File: src/rtl/core/pfc_pkg.sv
// Shared types, register indexes and helper functions for the pixel format converter.
`default_nettype none

package pfc_pkg;

    // Pixel format codes, shared by the source and target registers
    typedef enum logic [1:0] {
        FMT_ARGB8888 = 2'd0,
        FMT_RGB565   = 2'd1,
        FMT_ARGB1555 = 2'd2,
        FMT_ARGB4444 = 2'd3
    } fmt_t;

    // Configuration register indexes
    typedef enum logic [2:0] {
        REG_SOURCE_FORMAT      = 3'd0,
        REG_TARGET_FORMAT      = 3'd1,
        REG_SWAP_RED_BLUE      = 3'd2,
        REG_KEEP_ALPHA         = 3'd3,
        REG_KEY_COLOR          = 3'd4,
        REG_NEAR_ZERO_ALPHA    = 3'd5,
        REG_REPLACE_ENABLE_MIN = 3'd6,
        REG_UNUSED             = 3'd7
    } cfg_reg_t;

    localparam logic [7:0]  ALPHA_OPAQUE    = 8'hFF;
    localparam logic [7:0]  ALPHA_1555_MIN  = 8'h40;

    // Configuration state as seen by the datapath
    typedef struct packed {
        fmt_t        source_format;
        fmt_t        target_format;
        logic        swap_red_blue;
        logic        keep_alpha;
        logic [31:0] key_color;
        logic [7:0]  near_zero_alpha;
        logic [31:0] replace_enable_min;
    } cfg_t;

    // One pixel widened to 8-bit channels
    typedef struct packed {
        logic [7:0] a;
        logic [7:0] r;
        logic [7:0] g;
        logic [7:0] b;
    } pix_t;

    function automatic logic [7:0] widen5(input logic [4:0] v);
        return {v, v[4:2]};
    endfunction

    function automatic logic [7:0] widen6(input logic [5:0] v);
        return {v, v[5:4]};
    endfunction

    function automatic logic [7:0] widen4(input logic [3:0] v);
        return {v, v};
    endfunction

    // floor(x / 255), exact for x below 65280
    function automatic logic [7:0] div255(input logic [15:0] x);
        logic [16:0] t;
        t = {1'b0, x} + 17'd1 + {9'd0, x[15:8]};
        return t[15:8];
    endfunction

endpackage

`default_nettype wire

File: src/rtl/core/pixel_format_converter.sv
// Top level: config registers and the four-register pixel conversion pipeline.
// Words pass through the input, decode, product and output registers (four register stages).
// Throughput: one word per cycle while m_ready holds; the 565 blend multipliers sit in their own stage.
// Each stage advances when the stage after it is empty or moving, so a stalled
// result does not stop the input until all four registers are full.
// Reset (aresetn low, synchronous) empties the pipeline and loads register defaults.
`default_nettype none

module pixel_format_converter
    import pfc_pkg::*;
(
    input  wire logic        aclk,
    input  wire logic        aresetn,
    // configuration write channel
    input  wire logic        cfg_valid,
    output logic             cfg_ready,
    input  wire logic [2:0]  cfg_index,
    input  wire logic [31:0] cfg_data,
    // input pixel channel
    input  wire logic        s_valid,
    output logic             s_ready,
    input  wire logic [31:0] s_pixel_in,
    // result pixel channel
    output logic             m_valid,
    input  wire logic        m_ready,
    output logic [31:0]      m_pixel_out
);

    cfg_t        cfg_reg;
    logic        in_valid_reg;
    logic [31:0] in_pixel_reg;
    logic        chan_valid_reg;
    pix_t        chan_reg;
    pix_t        chan_next;
    logic        prod_valid_reg;
    logic [15:0] prod_c_reg [3];
    logic [15:0] prod_k_reg [3];
    logic [31:0] packed_reg;
    logic [31:0] packed_next;
    logic        out_valid_reg;
    logic [31:0] out_pixel_reg;
    logic [31:0] out_pixel_next;
    logic [7:0]  inv_alpha;
    logic [7:0]  blend_ch [3];
    logic        adv_out;
    logic        adv_prod;
    logic        adv_chan;

    // Configuration registers
    assign cfg_ready = 1'b1;

    always_ff @(posedge aclk) begin
        if (!aresetn) begin
            cfg_reg.source_format      <= FMT_ARGB8888;
            cfg_reg.target_format      <= FMT_RGB565;
            cfg_reg.swap_red_blue      <= 1'b0;
            cfg_reg.keep_alpha         <= 1'b1;
            cfg_reg.key_color          <= 32'h0000_0000;
            cfg_reg.near_zero_alpha    <= 8'h00;
            cfg_reg.replace_enable_min <= 32'h0100_0000;
        end else if (cfg_valid && cfg_ready) begin
            unique case (cfg_reg_t'(cfg_index))
                REG_SOURCE_FORMAT:      cfg_reg.source_format      <= fmt_t'(cfg_data[1:0]);
                REG_TARGET_FORMAT:      cfg_reg.target_format      <= fmt_t'(cfg_data[1:0]);
                REG_SWAP_RED_BLUE:      cfg_reg.swap_red_blue      <= cfg_data[0];
                REG_KEEP_ALPHA:         cfg_reg.keep_alpha         <= cfg_data[0];
                REG_KEY_COLOR:          cfg_reg.key_color          <= cfg_data;
                REG_NEAR_ZERO_ALPHA:    cfg_reg.near_zero_alpha    <= cfg_data[7:0];
                REG_REPLACE_ENABLE_MIN: cfg_reg.replace_enable_min <= cfg_data;
                default: begin
                end
            endcase
        end
    end

    // Pipeline flow control
    assign adv_out  = !out_valid_reg || m_ready;
    assign adv_prod = !prod_valid_reg || adv_out;
    assign adv_chan = !chan_valid_reg || adv_prod;
    assign s_ready  = !in_valid_reg || adv_chan;

    always_ff @(posedge aclk) begin
        if (!aresetn) begin
            in_valid_reg   <= 1'b0;
            chan_valid_reg <= 1'b0;
            prod_valid_reg <= 1'b0;
            out_valid_reg  <= 1'b0;
        end else begin
            if (s_ready) begin
                in_valid_reg <= s_valid;
            end
            if (adv_chan) begin
                chan_valid_reg <= in_valid_reg;
            end
            if (adv_prod) begin
                prod_valid_reg <= chan_valid_reg;
            end
            if (adv_out) begin
                out_valid_reg <= prod_valid_reg;
            end
        end
    end

    // Input register
    always_ff @(posedge aclk) begin
        if (s_valid && s_ready) begin
            in_pixel_reg <= s_pixel_in;
        end
    end

    // Decode stage
    pfc_unpack u_unpack (
        .pixel (in_pixel_reg),
        .cfg   (cfg_reg),
        .pix   (chan_next)
    );

    always_ff @(posedge aclk) begin
        if (adv_chan && in_valid_reg) begin
            chan_reg <= chan_next;
        end
    end

    // Product stage: blend products for 565, direct packing for the others
    assign inv_alpha = ALPHA_OPAQUE - chan_reg.a;

    always_comb begin
        unique case (cfg_reg.target_format)
            FMT_ARGB8888: packed_next = chan_reg;
            FMT_ARGB1555: packed_next = {16'h0000, (chan_reg.a >= ALPHA_1555_MIN),
                                         chan_reg.r[7:3], chan_reg.g[7:3], chan_reg.b[7:3]};
            FMT_ARGB4444: packed_next = {16'h0000, chan_reg.a[7:4], chan_reg.r[7:4],
                                         chan_reg.g[7:4], chan_reg.b[7:4]};
            default:      packed_next = 32'h0000_0000;
        endcase
    end

    always_ff @(posedge aclk) begin
        if (adv_prod && chan_valid_reg) begin
            prod_c_reg[2] <= {8'h00, chan_reg.r} * {8'h00, chan_reg.a};
            prod_c_reg[1] <= {8'h00, chan_reg.g} * {8'h00, chan_reg.a};
            prod_c_reg[0] <= {8'h00, chan_reg.b} * {8'h00, chan_reg.a};
            prod_k_reg[2] <= {8'h00, cfg_reg.key_color[23:16]} * {8'h00, inv_alpha};
            prod_k_reg[1] <= {8'h00, cfg_reg.key_color[15:8]} * {8'h00, inv_alpha};
            prod_k_reg[0] <= {8'h00, cfg_reg.key_color[7:0]} * {8'h00, inv_alpha};
            packed_reg    <= packed_next;
        end
    end

    // Output stage: divide by 255, sum and pack 565
    always_comb begin
        for (int i = 0; i < 3; i++) begin
            blend_ch[i] = div255(prod_c_reg[i]) + div255(prod_k_reg[i]);
        end
        if (cfg_reg.target_format == FMT_RGB565) begin
            out_pixel_next = {16'h0000, blend_ch[2][7:3], blend_ch[1][7:2], blend_ch[0][7:3]};
        end else begin
            out_pixel_next = packed_reg;
        end
    end

    always_ff @(posedge aclk) begin
        if (adv_out && prod_valid_reg) begin
            out_pixel_reg <= out_pixel_next;
        end
    end

    assign m_valid     = out_valid_reg;
    assign m_pixel_out = out_pixel_reg;

    // Narrow targets never drive the upper half
    assert property (@(posedge aclk) disable iff (!aresetn)
        (m_valid && cfg_reg.target_format != FMT_ARGB8888) |-> (m_pixel_out[31:16] == 16'h0000))
        else $error("upper half set for a 16-bit target");

    // An empty pipeline always takes a new word
    assert property (@(posedge aclk) disable iff (!aresetn)
        (!in_valid_reg && !chan_valid_reg && !prod_valid_reg && !out_valid_reg) |-> s_ready)
        else $error("empty pipeline refuses input");

    // A full, stalled pipeline refuses new input
    assert property (@(posedge aclk) disable iff (!aresetn)
        (in_valid_reg && chan_valid_reg && prod_valid_reg && out_valid_reg && !m_ready)
        |-> !s_ready)
        else $error("full pipeline accepted input while stalled");

    // Green blend result never overflows its channel
    assert property (@(posedge aclk) disable iff (!aresetn)
        prod_valid_reg |-> ({1'b0, div255(prod_c_reg[1])} + {1'b0, div255(prod_k_reg[1])}
                            <= 9'd255))
        else $error("blend sum above full scale");

endmodule

`default_nettype wire

File: src/rtl/core/pfc_unpack.sv
// Source decode, channel widening, red/blue swap, key replacement and alpha forcing.
`default_nettype none

module pfc_unpack
    import pfc_pkg::*;
(
    input  wire logic [31:0] pixel,
    input  wire cfg_t        cfg,
    output pix_t             pix
);

    pix_t wide;
    pix_t swapped;
    logic has_alpha;
    logic replace;

    // Widen source channels to 8 bits
    always_comb begin
        has_alpha = 1'b1;
        unique case (cfg.source_format)
            FMT_ARGB8888: begin
                wide = pixel;
            end
            FMT_RGB565: begin
                wide.b    = widen5(pixel[4:0]);
                wide.g    = widen6(pixel[10:5]);
                wide.r    = widen5(pixel[15:11]);
                wide.a    = ALPHA_OPAQUE;
                has_alpha = 1'b0;
            end
            FMT_ARGB1555: begin
                wide.b = widen5(pixel[4:0]);
                wide.g = widen5(pixel[9:5]);
                wide.r = widen5(pixel[14:10]);
                wide.a = pixel[15] ? ALPHA_OPAQUE : 8'h00;
            end
            FMT_ARGB4444: begin
                wide.b = widen4(pixel[3:0]);
                wide.g = widen4(pixel[7:4]);
                wide.r = widen4(pixel[11:8]);
                wide.a = widen4(pixel[15:12]);
            end
            default: begin
                wide = pixel;
            end
        endcase
    end

    // Swap, then key replacement for near-transparent pixels (not toward 565)
    always_comb begin
        swapped   = wide;
        if (cfg.swap_red_blue) begin
            swapped.r = wide.b;
            swapped.b = wide.r;
        end
        replace = has_alpha && (cfg.target_format != FMT_RGB565)
                  && (wide.a <= cfg.near_zero_alpha)
                  && (cfg.key_color >= cfg.replace_enable_min);
        pix = swapped;
        if (replace) begin
            pix.r = cfg.key_color[23:16];
            pix.g = cfg.key_color[15:8];
            pix.b = cfg.key_color[7:0];
        end
        // alpha of a 565 source is already opaque
        if (!cfg.keep_alpha) begin
            pix.a = ALPHA_OPAQUE;
        end
    end

endmodule

`default_nettype wire
File: config.mk
export PLATFORM = sky130hd
export DESIGN_NAME = pixel_format_converter
export DESIGN_NICKNAME = d
export VERILOG_FILES = /design/src/rtl/core/pfc_pkg.sv /design/src/rtl/core/pixel_format_converter.sv /design/src/rtl/core/pfc_unpack.sv
export SDC_FILE = /design/constraint.sdc
export NUM_CORES = 1
export LEC_CHECK = 0
export CELL_PAD_IN_SITES_DETAIL_PLACEMENT = 1
export CELL_PAD_IN_SITES_GLOBAL_PLACEMENT = 1
export CORE_ASPECT_RATIO = 1.4
export CORE_UTILIZATION = 45
export CTS_CLUSTER_DIAMETER = 200
export DETAILED_ROUTE_END_ITERATION = 16
export DONT_BUFFER_PORTS = 1
export GPL_ROUTABILITY_DRIVEN = 0
export PLACE_DENSITY_LB_ADDON = 0.2
export SLEW_MARGIN = 20
export SYNTH_ARGS = -nofsm -noshare
export SYNTH_HDL_FRONTEND = slang
export SYNTH_SLANG_ARGS = --single-unit
File: constraint.sdc
create_clock -name aclk -period 16.25 [get_ports aclk]
set_clock_uncertainty 0.15 [all_clocks]
set_input_delay 0 -clock aclk [delete_from_list [all_inputs] [get_ports aclk]]
set_output_delay 0 -clock aclk [all_outputs]
set_load 0.01 [all_outputs]
==> results.sh, run 1 <==
export IMPL_antenna_found_initial=4
export IMPL_clock_sinks=306
export IMPL_hpwl_um=51820
export IMPL_yosysTopAreaCell="edfxtp_1"
export IMPL_r2r_setup_slack_ns=10.97
export IMPL_yosysTopAreaCellShare=0.2456
export IMPL_die_area_sq_mm=0.06186
export IMPL_combinationalPowerShare=0.342
export IMPL_ys_seq_elements=306
export IMPL_place_area_sq_mm=0.02822
export IMPL_grt_max_degree=83
export IMPL_finalHoldViolCount=0
export IMPL_cts_tree="done"
export IMPL_p_leak_nw=13.30
export IMPL_first_pass_iters=5
export IMPL_wl_um=73530
export IMPL_tightest_slew_ns=1.124
export IMPL_start_util=0.4568
export IMPL_cellPowerDensity_mw_per_mm2=86.48
export IMPL_overflow=0
export IMPL_cp_start_kind="flop"
export IMPL_timing_final_crit_period_ns=5.283
export IMPL_io_buffers=0
export IMPL_hold_path_class="input port to flop"
export IMPL_clk_pin_slew_worst_paths_ns=0.07
export IMPL_synth_common_cells="inv_1 (350), ha_1 (316), nand2_1 (265)"
export IMPL_synth_ff_type="edfxtp_1"
export IMPL_synthArstFlopShare=0
export IMPL_dieWidth_um=210.5
export IMPL_final_util=0.5117
export IMPL_cap_violations=0
export IMPL_cpMostUsedCell="fa_1"
export IMPL_dr_first_iter_drc_count=691
export IMPL_worst_path_max_delay_cell="fa_1"
export IMPL_ys_warn_count=0
export IMPL_synth_edf_count=224
export IMPL_required_ns=16.41
export IMPL_synth_area_sq_mm=0.02739
export IMPL_cp_max_fo=49
export IMPL_finalSetupTns_ns=0
export IMPL_drive_above_1_share=0.05308
export IMPL_nFillCells=6636
export IMPL_drcViolationCount=0
export IMPL_ys_types=77
export IMPL_postLayoutCellArea_sq_mm=0.03068
export IMPL_synth_area_leaders="edfxtp_1 (25%), fa_1 (16%), ha_1 (14%)"
export IMPL_core_sq_mm=0.05995
export IMPL_ctsRootBufferMaster="clkbuf_16"
export IMPL_layout_area_overhead_vs_synth_pct=12.02
export IMPL_yosysSeqAreaShare=0.3056
export IMPL_swShare=0.3374
export IMPL_cp_cell_sequence="buf_4 > nor2b_1 > fa_1 > fa_1 > fa_1 > inv_1 > fa_1 > inv_1 > ha_1 > or2_2 > o311a_1 > o21a_1 > o21a_1 > o41ai_1 > xnor2_1"
export IMPL_path_class="flop to flop"
export IMPL_setup_viol=0
export IMPL_htreeDepth=2
export IMPL_slew_violations=0
export IMPL_grt_pass1_vias=22250
export IMPL_syn_avg_cell_area_sq_um=10.05
export IMPL_worst_endpoint_arrival_ns=5.44
export IMPL_syn_nets=3330
export IMPL_max_stage_delay_ns=0.58
export IMPL_ir_drop_mv=0.09818
export IMPL_via_per_inst=5.341
export IMPL_clkPwrFrac=0.287
export IMPL_slew_headroom=0.2505
export IMPL_finalCritPeriodShare=0.3251
export IMPL_detail_route_wl_per_cell_um=20.10
export IMPL_max_freq_mhz=189.3
export IMPL_largest_register_ffs=78
export IMPL_ioPinCount=107
export IMPL_rsz0062_at_grt="no"
export IMPL_final_net_count=3425
export IMPL_die_y_um=293.9
export IMPL_cts_buffers=34
export IMPL_p_seq_frac=0.371
export IMPL_power_w=0.002653
export IMPL_grt_first_pass_wirelength_um=119200
export IMPL_clk_path_buf_depth=3
export IMPL_internal_power_w=0.001758
export IMPL_core_rowCount=106
export IMPL_via_count=19540
export IMPL_p_sw_w=0.0008950
export IMPL_postSynthCellCount=2726
export IMPL_grtUsageTotal=0.2478
export IMPL_cp_end_kind="flop"
export IMPL_synth_most_common_cell="inv_1"
export IMPL_clk_insertion_delay_late_ns=0.57
export IMPL_drtAntennaViolNets=0
export IMPL_status="completed"
## power groups by stage
stage	Clock, W	Sequential [W]	Combinational (W)
after floorplan	0	0.000976	0.000681
after detailed placement	0	0.00100	0.000879
after global placement	0	0.000999	0.000841
after CTS	0.000776	0.000984	0.000916
final	0.000763	0.000984	0.000906
after global routing	0.000805	0.000989	0.00104
## routing by layer
metal / part of all wire / global-route usage / vias up / wire (um)
met1: 0.39 / 0.2709 / 9865 / 28650
met3: 0.031 / 0.03180 / 151 / 2266
met2: 0.53 / 0.4704 / 346 / 39220
met4: 0.046 / 0.1142 / 0 / 3389
met5: 0 / 0 / - / 0
li1: - / - / 9179 / -
## cells in the final DEF (no fill, tap or decap), types with 74 or more instances in the layout
cell type,instances
a21boi_0,85
dfxtp_1,82
xnor2_1,89
nand2_1,265
dlygate4sd3_1,133
edfxtp_1,224
o21ai_0,74
inv_1,350
fa_1,216
nor2b_1,174
and2_1,190
ha_1,316
nor2_1,90
## what timing repair did
action,in CTS,in global routing
hold buffers,134,0
buffers inserted,0,0
resized for setup,0,0
hold endpoints to repair,146,0
endpoints found under the setup margin,0,0
## stage by stage
stage	hold WS (ns)	worst slack (ns)	std cells
global route	0.05067	10.67	3658
CTS	0.001939	10.98	3654
finish	0.03072	10.97	3659
global placement	-0.05108	11.15	3460
detailed placement	-0.05108	11.04	3460
floorplan	-0.05113	9.142	2726
## area by class of cell
type                            instances  area, sq um  area share
Clock inverter                         19        157.7    0.005139
Antenna cell                            4        10.01   0.0003263
Sequential cell                       306         8368      0.2728
Inverter                              352         1321     0.04307
Clock buffer                           41        898.4     0.02929
Multi-Input combinational cell       1972        17370      0.5663
Tap cell                              810         1013     0.03304
Timing Repair Buffer                  155         1536     0.05009
## worst max-delay path, delay by kind of cell (launching register included)
family	cells	cell delay [ns]
adder cells (fa/ha/maj)	5	2.42
AO/OA/AOI/OAI	4	0.89
buffers and inverters	3	0.59
AND/OR/NAND/NOR	2	0.48
flip-flops	1	0.32
XOR/XNOR	1	0.11
## logic make-up after synthesis
| logic type | share of synthesized area |
|---|---|
| AND/OR/NAND/NOR | 0.1746 |
| adder cells (fa/ha/maj) | 0.3023 |
| buffers and inverters | 0.06223 |
| AO/OA/AOI/OAI | 0.08430 |
| flip-flops | 0.3056 |
| XOR/XNOR | 0.03998 |
| multiplexers | 0.03093 |
| other | 0.0001369 |
## path summary, 6_finish.rpt
kind / start / endpoint / cells past startpoint
worst max-delay path: chan_reg[27]$_SDFFCE_PN1P_ / prod_k_reg[0][46]$_DFFE_PP_ / 15
worst min-delay path: cfg_data[13] / cfg_reg[53]$_SDFFE_PN0P_ / 3
worst max register to register: chan_reg[27]$_SDFFCE_PN1P_ / prod_k_reg[0][46]$_DFFE_PP_ / 15
worst min register to register: cfg_reg[2]$_SDFFE_PN0P_ / cfg_reg[2]$_SDFFE_PN0P_ / 2
(Power assumes the default switching activity.)
==> inputs of run 2 (changes only) <==
==> constraint.sdc (replaced) <==
create_clock -name aclk -period 4.8 [get_ports aclk]
set_clock_uncertainty 0.15 [all_clocks]
set_input_delay 0 -clock aclk [delete_from_list [all_inputs] [get_ports aclk]]
set_output_delay 0 -clock aclk [all_outputs]
set_load 0.01 [all_outputs]
==> results.sh, run 2 (synthesized netlist as in run 1, its figures left out) <==
export IMPL_status="finished, violations left"
export IMPL_violations="negative setup slack"
export IMPL_clk_insertion_delay_late_ns=0.58
export IMPL_ir_drop_mv=0.3387
export IMPL_cp_start_kind="flop"
export IMPL_fin_ws_ns=-0.08520
export IMPL_nFillCells=6491
export IMPL_dieWidth_um=210.5
export IMPL_drcViolationCount=0
export IMPL_holdWs_ns=0.02656
export IMPL_max_freq_mhz=204.7
export IMPL_dp_slack_ns=-0.2223
export IMPL_p_leak_nw=14.43
export IMPL_grt_pass1_vias=23170
export IMPL_grt_max_degree=90
export IMPL_die_y_um=293.9
export IMPL_reg2reg_to="prod_k_reg[0][30]$_DFFE_PP_"
export IMPL_drtAntennaViolNets=0
export IMPL_clock_sinks=306
export IMPL_clk_path_buf_depth=3
export IMPL_reg2reg_from="chan_reg[26]$_SDFFCE_PN1P_"
export IMPL_ctsRootBufferMaster="clkbuf_16"
export IMPL_r2r_cells=16
export IMPL_via_per_inst=5.385
export IMPL_min_to="cfg_reg[23]$_SDFFE_PN0P_"
export IMPL_core_sq_mm=0.05995
export IMPL_min_from="cfg_data[23]"
export IMPL_grtUsageTotal=0.2619
export IMPL_required_ns=4.95
export IMPL_cp_max_fo=8
export IMPL_r2r_setup_slack_ns=-0.09
export IMPL_cap_violations=0
export IMPL_core_rowCount=106
export IMPL_hpwl_um=56990
export IMPL_cts_buffers=36
export IMPL_final_net_count=3573
export IMPL_finalCritPeriodShare=1.018
export IMPL_start_util=0.4568
export IMPL_htreeDepth=2
export IMPL_clk_pin_slew_worst_paths_ns=0.07
export IMPL_first_pass_iters=5
export IMPL_path_class="flop to flop"
export IMPL_regArea_sq_mm=0.008369
export IMPL_detail_route_wl_per_cell_um=21.19
export IMPL_layout_commonest_cell="inv_1"
export IMPL_largest_register_ffs=78
export IMPL_worst_endpoint_arrival_ns=5.04
export IMPL_setup_viol=6
export IMPL_via_count=20500
export IMPL_overflow=0
export IMPL_cellPowerDensity_mw_per_mm2=311.8
export IMPL_cp_end_kind="flop"
export IMPL_io_buffers=0
export IMPL_multiInputGateArea_sq_mm=0.01820
export IMPL_layout_area_overhead_vs_synth_pct=20.72
export IMPL_grt_first_pass_wirelength_um=125700
export IMPL_mostFrequentLayoutCells="inv_1 (331), ha_1 (291), nand2_1 (263)"
export IMPL_ioPinCount=107
export IMPL_rsz0062_at_grt="yes"
export IMPL_die_area_sq_mm=0.06186
export IMPL_antenna_found_initial=2
export IMPL_tightest_slew_ns=1.039
export IMPL_drive_above_1_share=0.1552
export IMPL_slew_violations=0
export IMPL_final_util=0.5514
export IMPL_timing_final_crit_period_ns=4.885
export IMPL_dr_first_iter_drc_count=843
export IMPL_cts_tree="done"
export IMPL_holdPathStages=3
export IMPL_hold_path_class="input port to flop"
export IMPL_wl_um=80680
export IMPL_slew_headroom=0.3051
export IMPL_finalHoldViolCount=0
## run 2: where the power goes
group	internal (W)	switching, W
combinational	0.00193	0.00204
sequential	0.00315	0.000167
clock	0.00177	0.00125
total	0.00685	0.00346
## run 2: worst max-delay path by stage
stage / startpoint / to / slack [ns]
detailed placement: chan_reg[28]$_SDFFCE_PN1P_ / prod_k_reg[0][13]$_DFFE_PP_ / -0.22
global placement: chan_reg[26]$_SDFFCE_PN1P_ / prod_k_reg[0][30]$_DFFE_PP_ / -0.02
CTS: chan_reg[26]$_SDFFCE_PN1P_ / prod_k_reg[0][30]$_DFFE_PP_ / -0.09
finish: chan_reg[26]$_SDFFCE_PN1P_ / prod_k_reg[0][30]$_DFFE_PP_ / -0.09
global route: chan_reg[26]$_SDFFCE_PN1P_ / prod_k_reg[0][30]$_DFFE_PP_ / -0.21
floorplan: chan_reg[31]$_SDFFCE_PN1P_ / prod_k_reg[0][46]$_DFFE_PP_ / 0.02
## run 2: worst max-delay path: stages, from the launching register on
cell      delay [ns]
edfxtp_1        0.52
buf_12          0.21
nand2b_4        0.14
fa_1            0.47
fa_1            0.56
inv_2           0.05
fa_1            0.48
inv_1           0.05
fa_1            0.49
inv_2           0.04
ha_4            0.21
a21boi_4        0.14
o311a_1         0.33
o21a_1          0.21
o21a_1          0.21
o211a_1         0.22
xor2_1          0.14
## run 2: what timing repair did
action,CTS,global route
pin swaps,52,67
cloned,4,2
hold endpoints to repair,146,0
setup endpoints to repair,21,29
hold buffers,120,0
resized for setup,107,103
setup buffers,15,25
## run 2: through the flow
step / power [W] / TNS, ns / std cells / area [sq um]
floorplan: 0.005605 / 0 / 2726 / 27390
global placement: 0.006406 / -0.01809 / 3574 / 29170
detailed placement: 0.006577 / -1.481 / 3575 / 29200
CTS: 0.009865 / -0.2425 / 3779 / 32360
global route: 0.01090 / -2.304 / 3807 / 33060
finish: 0.01031 / -0.2267 / 3807 / 33060
## run 2: area by class of cell
| cell class | instances | share of cell area |
|---|---|---|
| Multi-Input combinational cell | 1972 | 0.5504 |
| Sequential cell | 306 | 0.2532 |
| Timing Repair Buffer | 301 | 0.08728 |
| Inverter | 352 | 0.03997 |
| Tap cell | 810 | 0.03066 |
| Clock buffer | 43 | 0.02895 |
| Clock inverter | 22 | 0.009462 |
| Antenna cell | 1 | 0.00007570 |
## run 2: metal layers
| metal | global-route usage | share of wire | up-vias |
|---|---|---|---|
| li1 | - | - | 9484 |
| met1 | 0.2923 | 0.39 | 10410 |
| met2 | 0.5009 | 0.54 | 432 |
| met3 | 0.02775 | 0.034 | 169 |
| met4 | 0.1068 | 0.041 | 2 |
| met5 | 0 | 0.00015 | - |
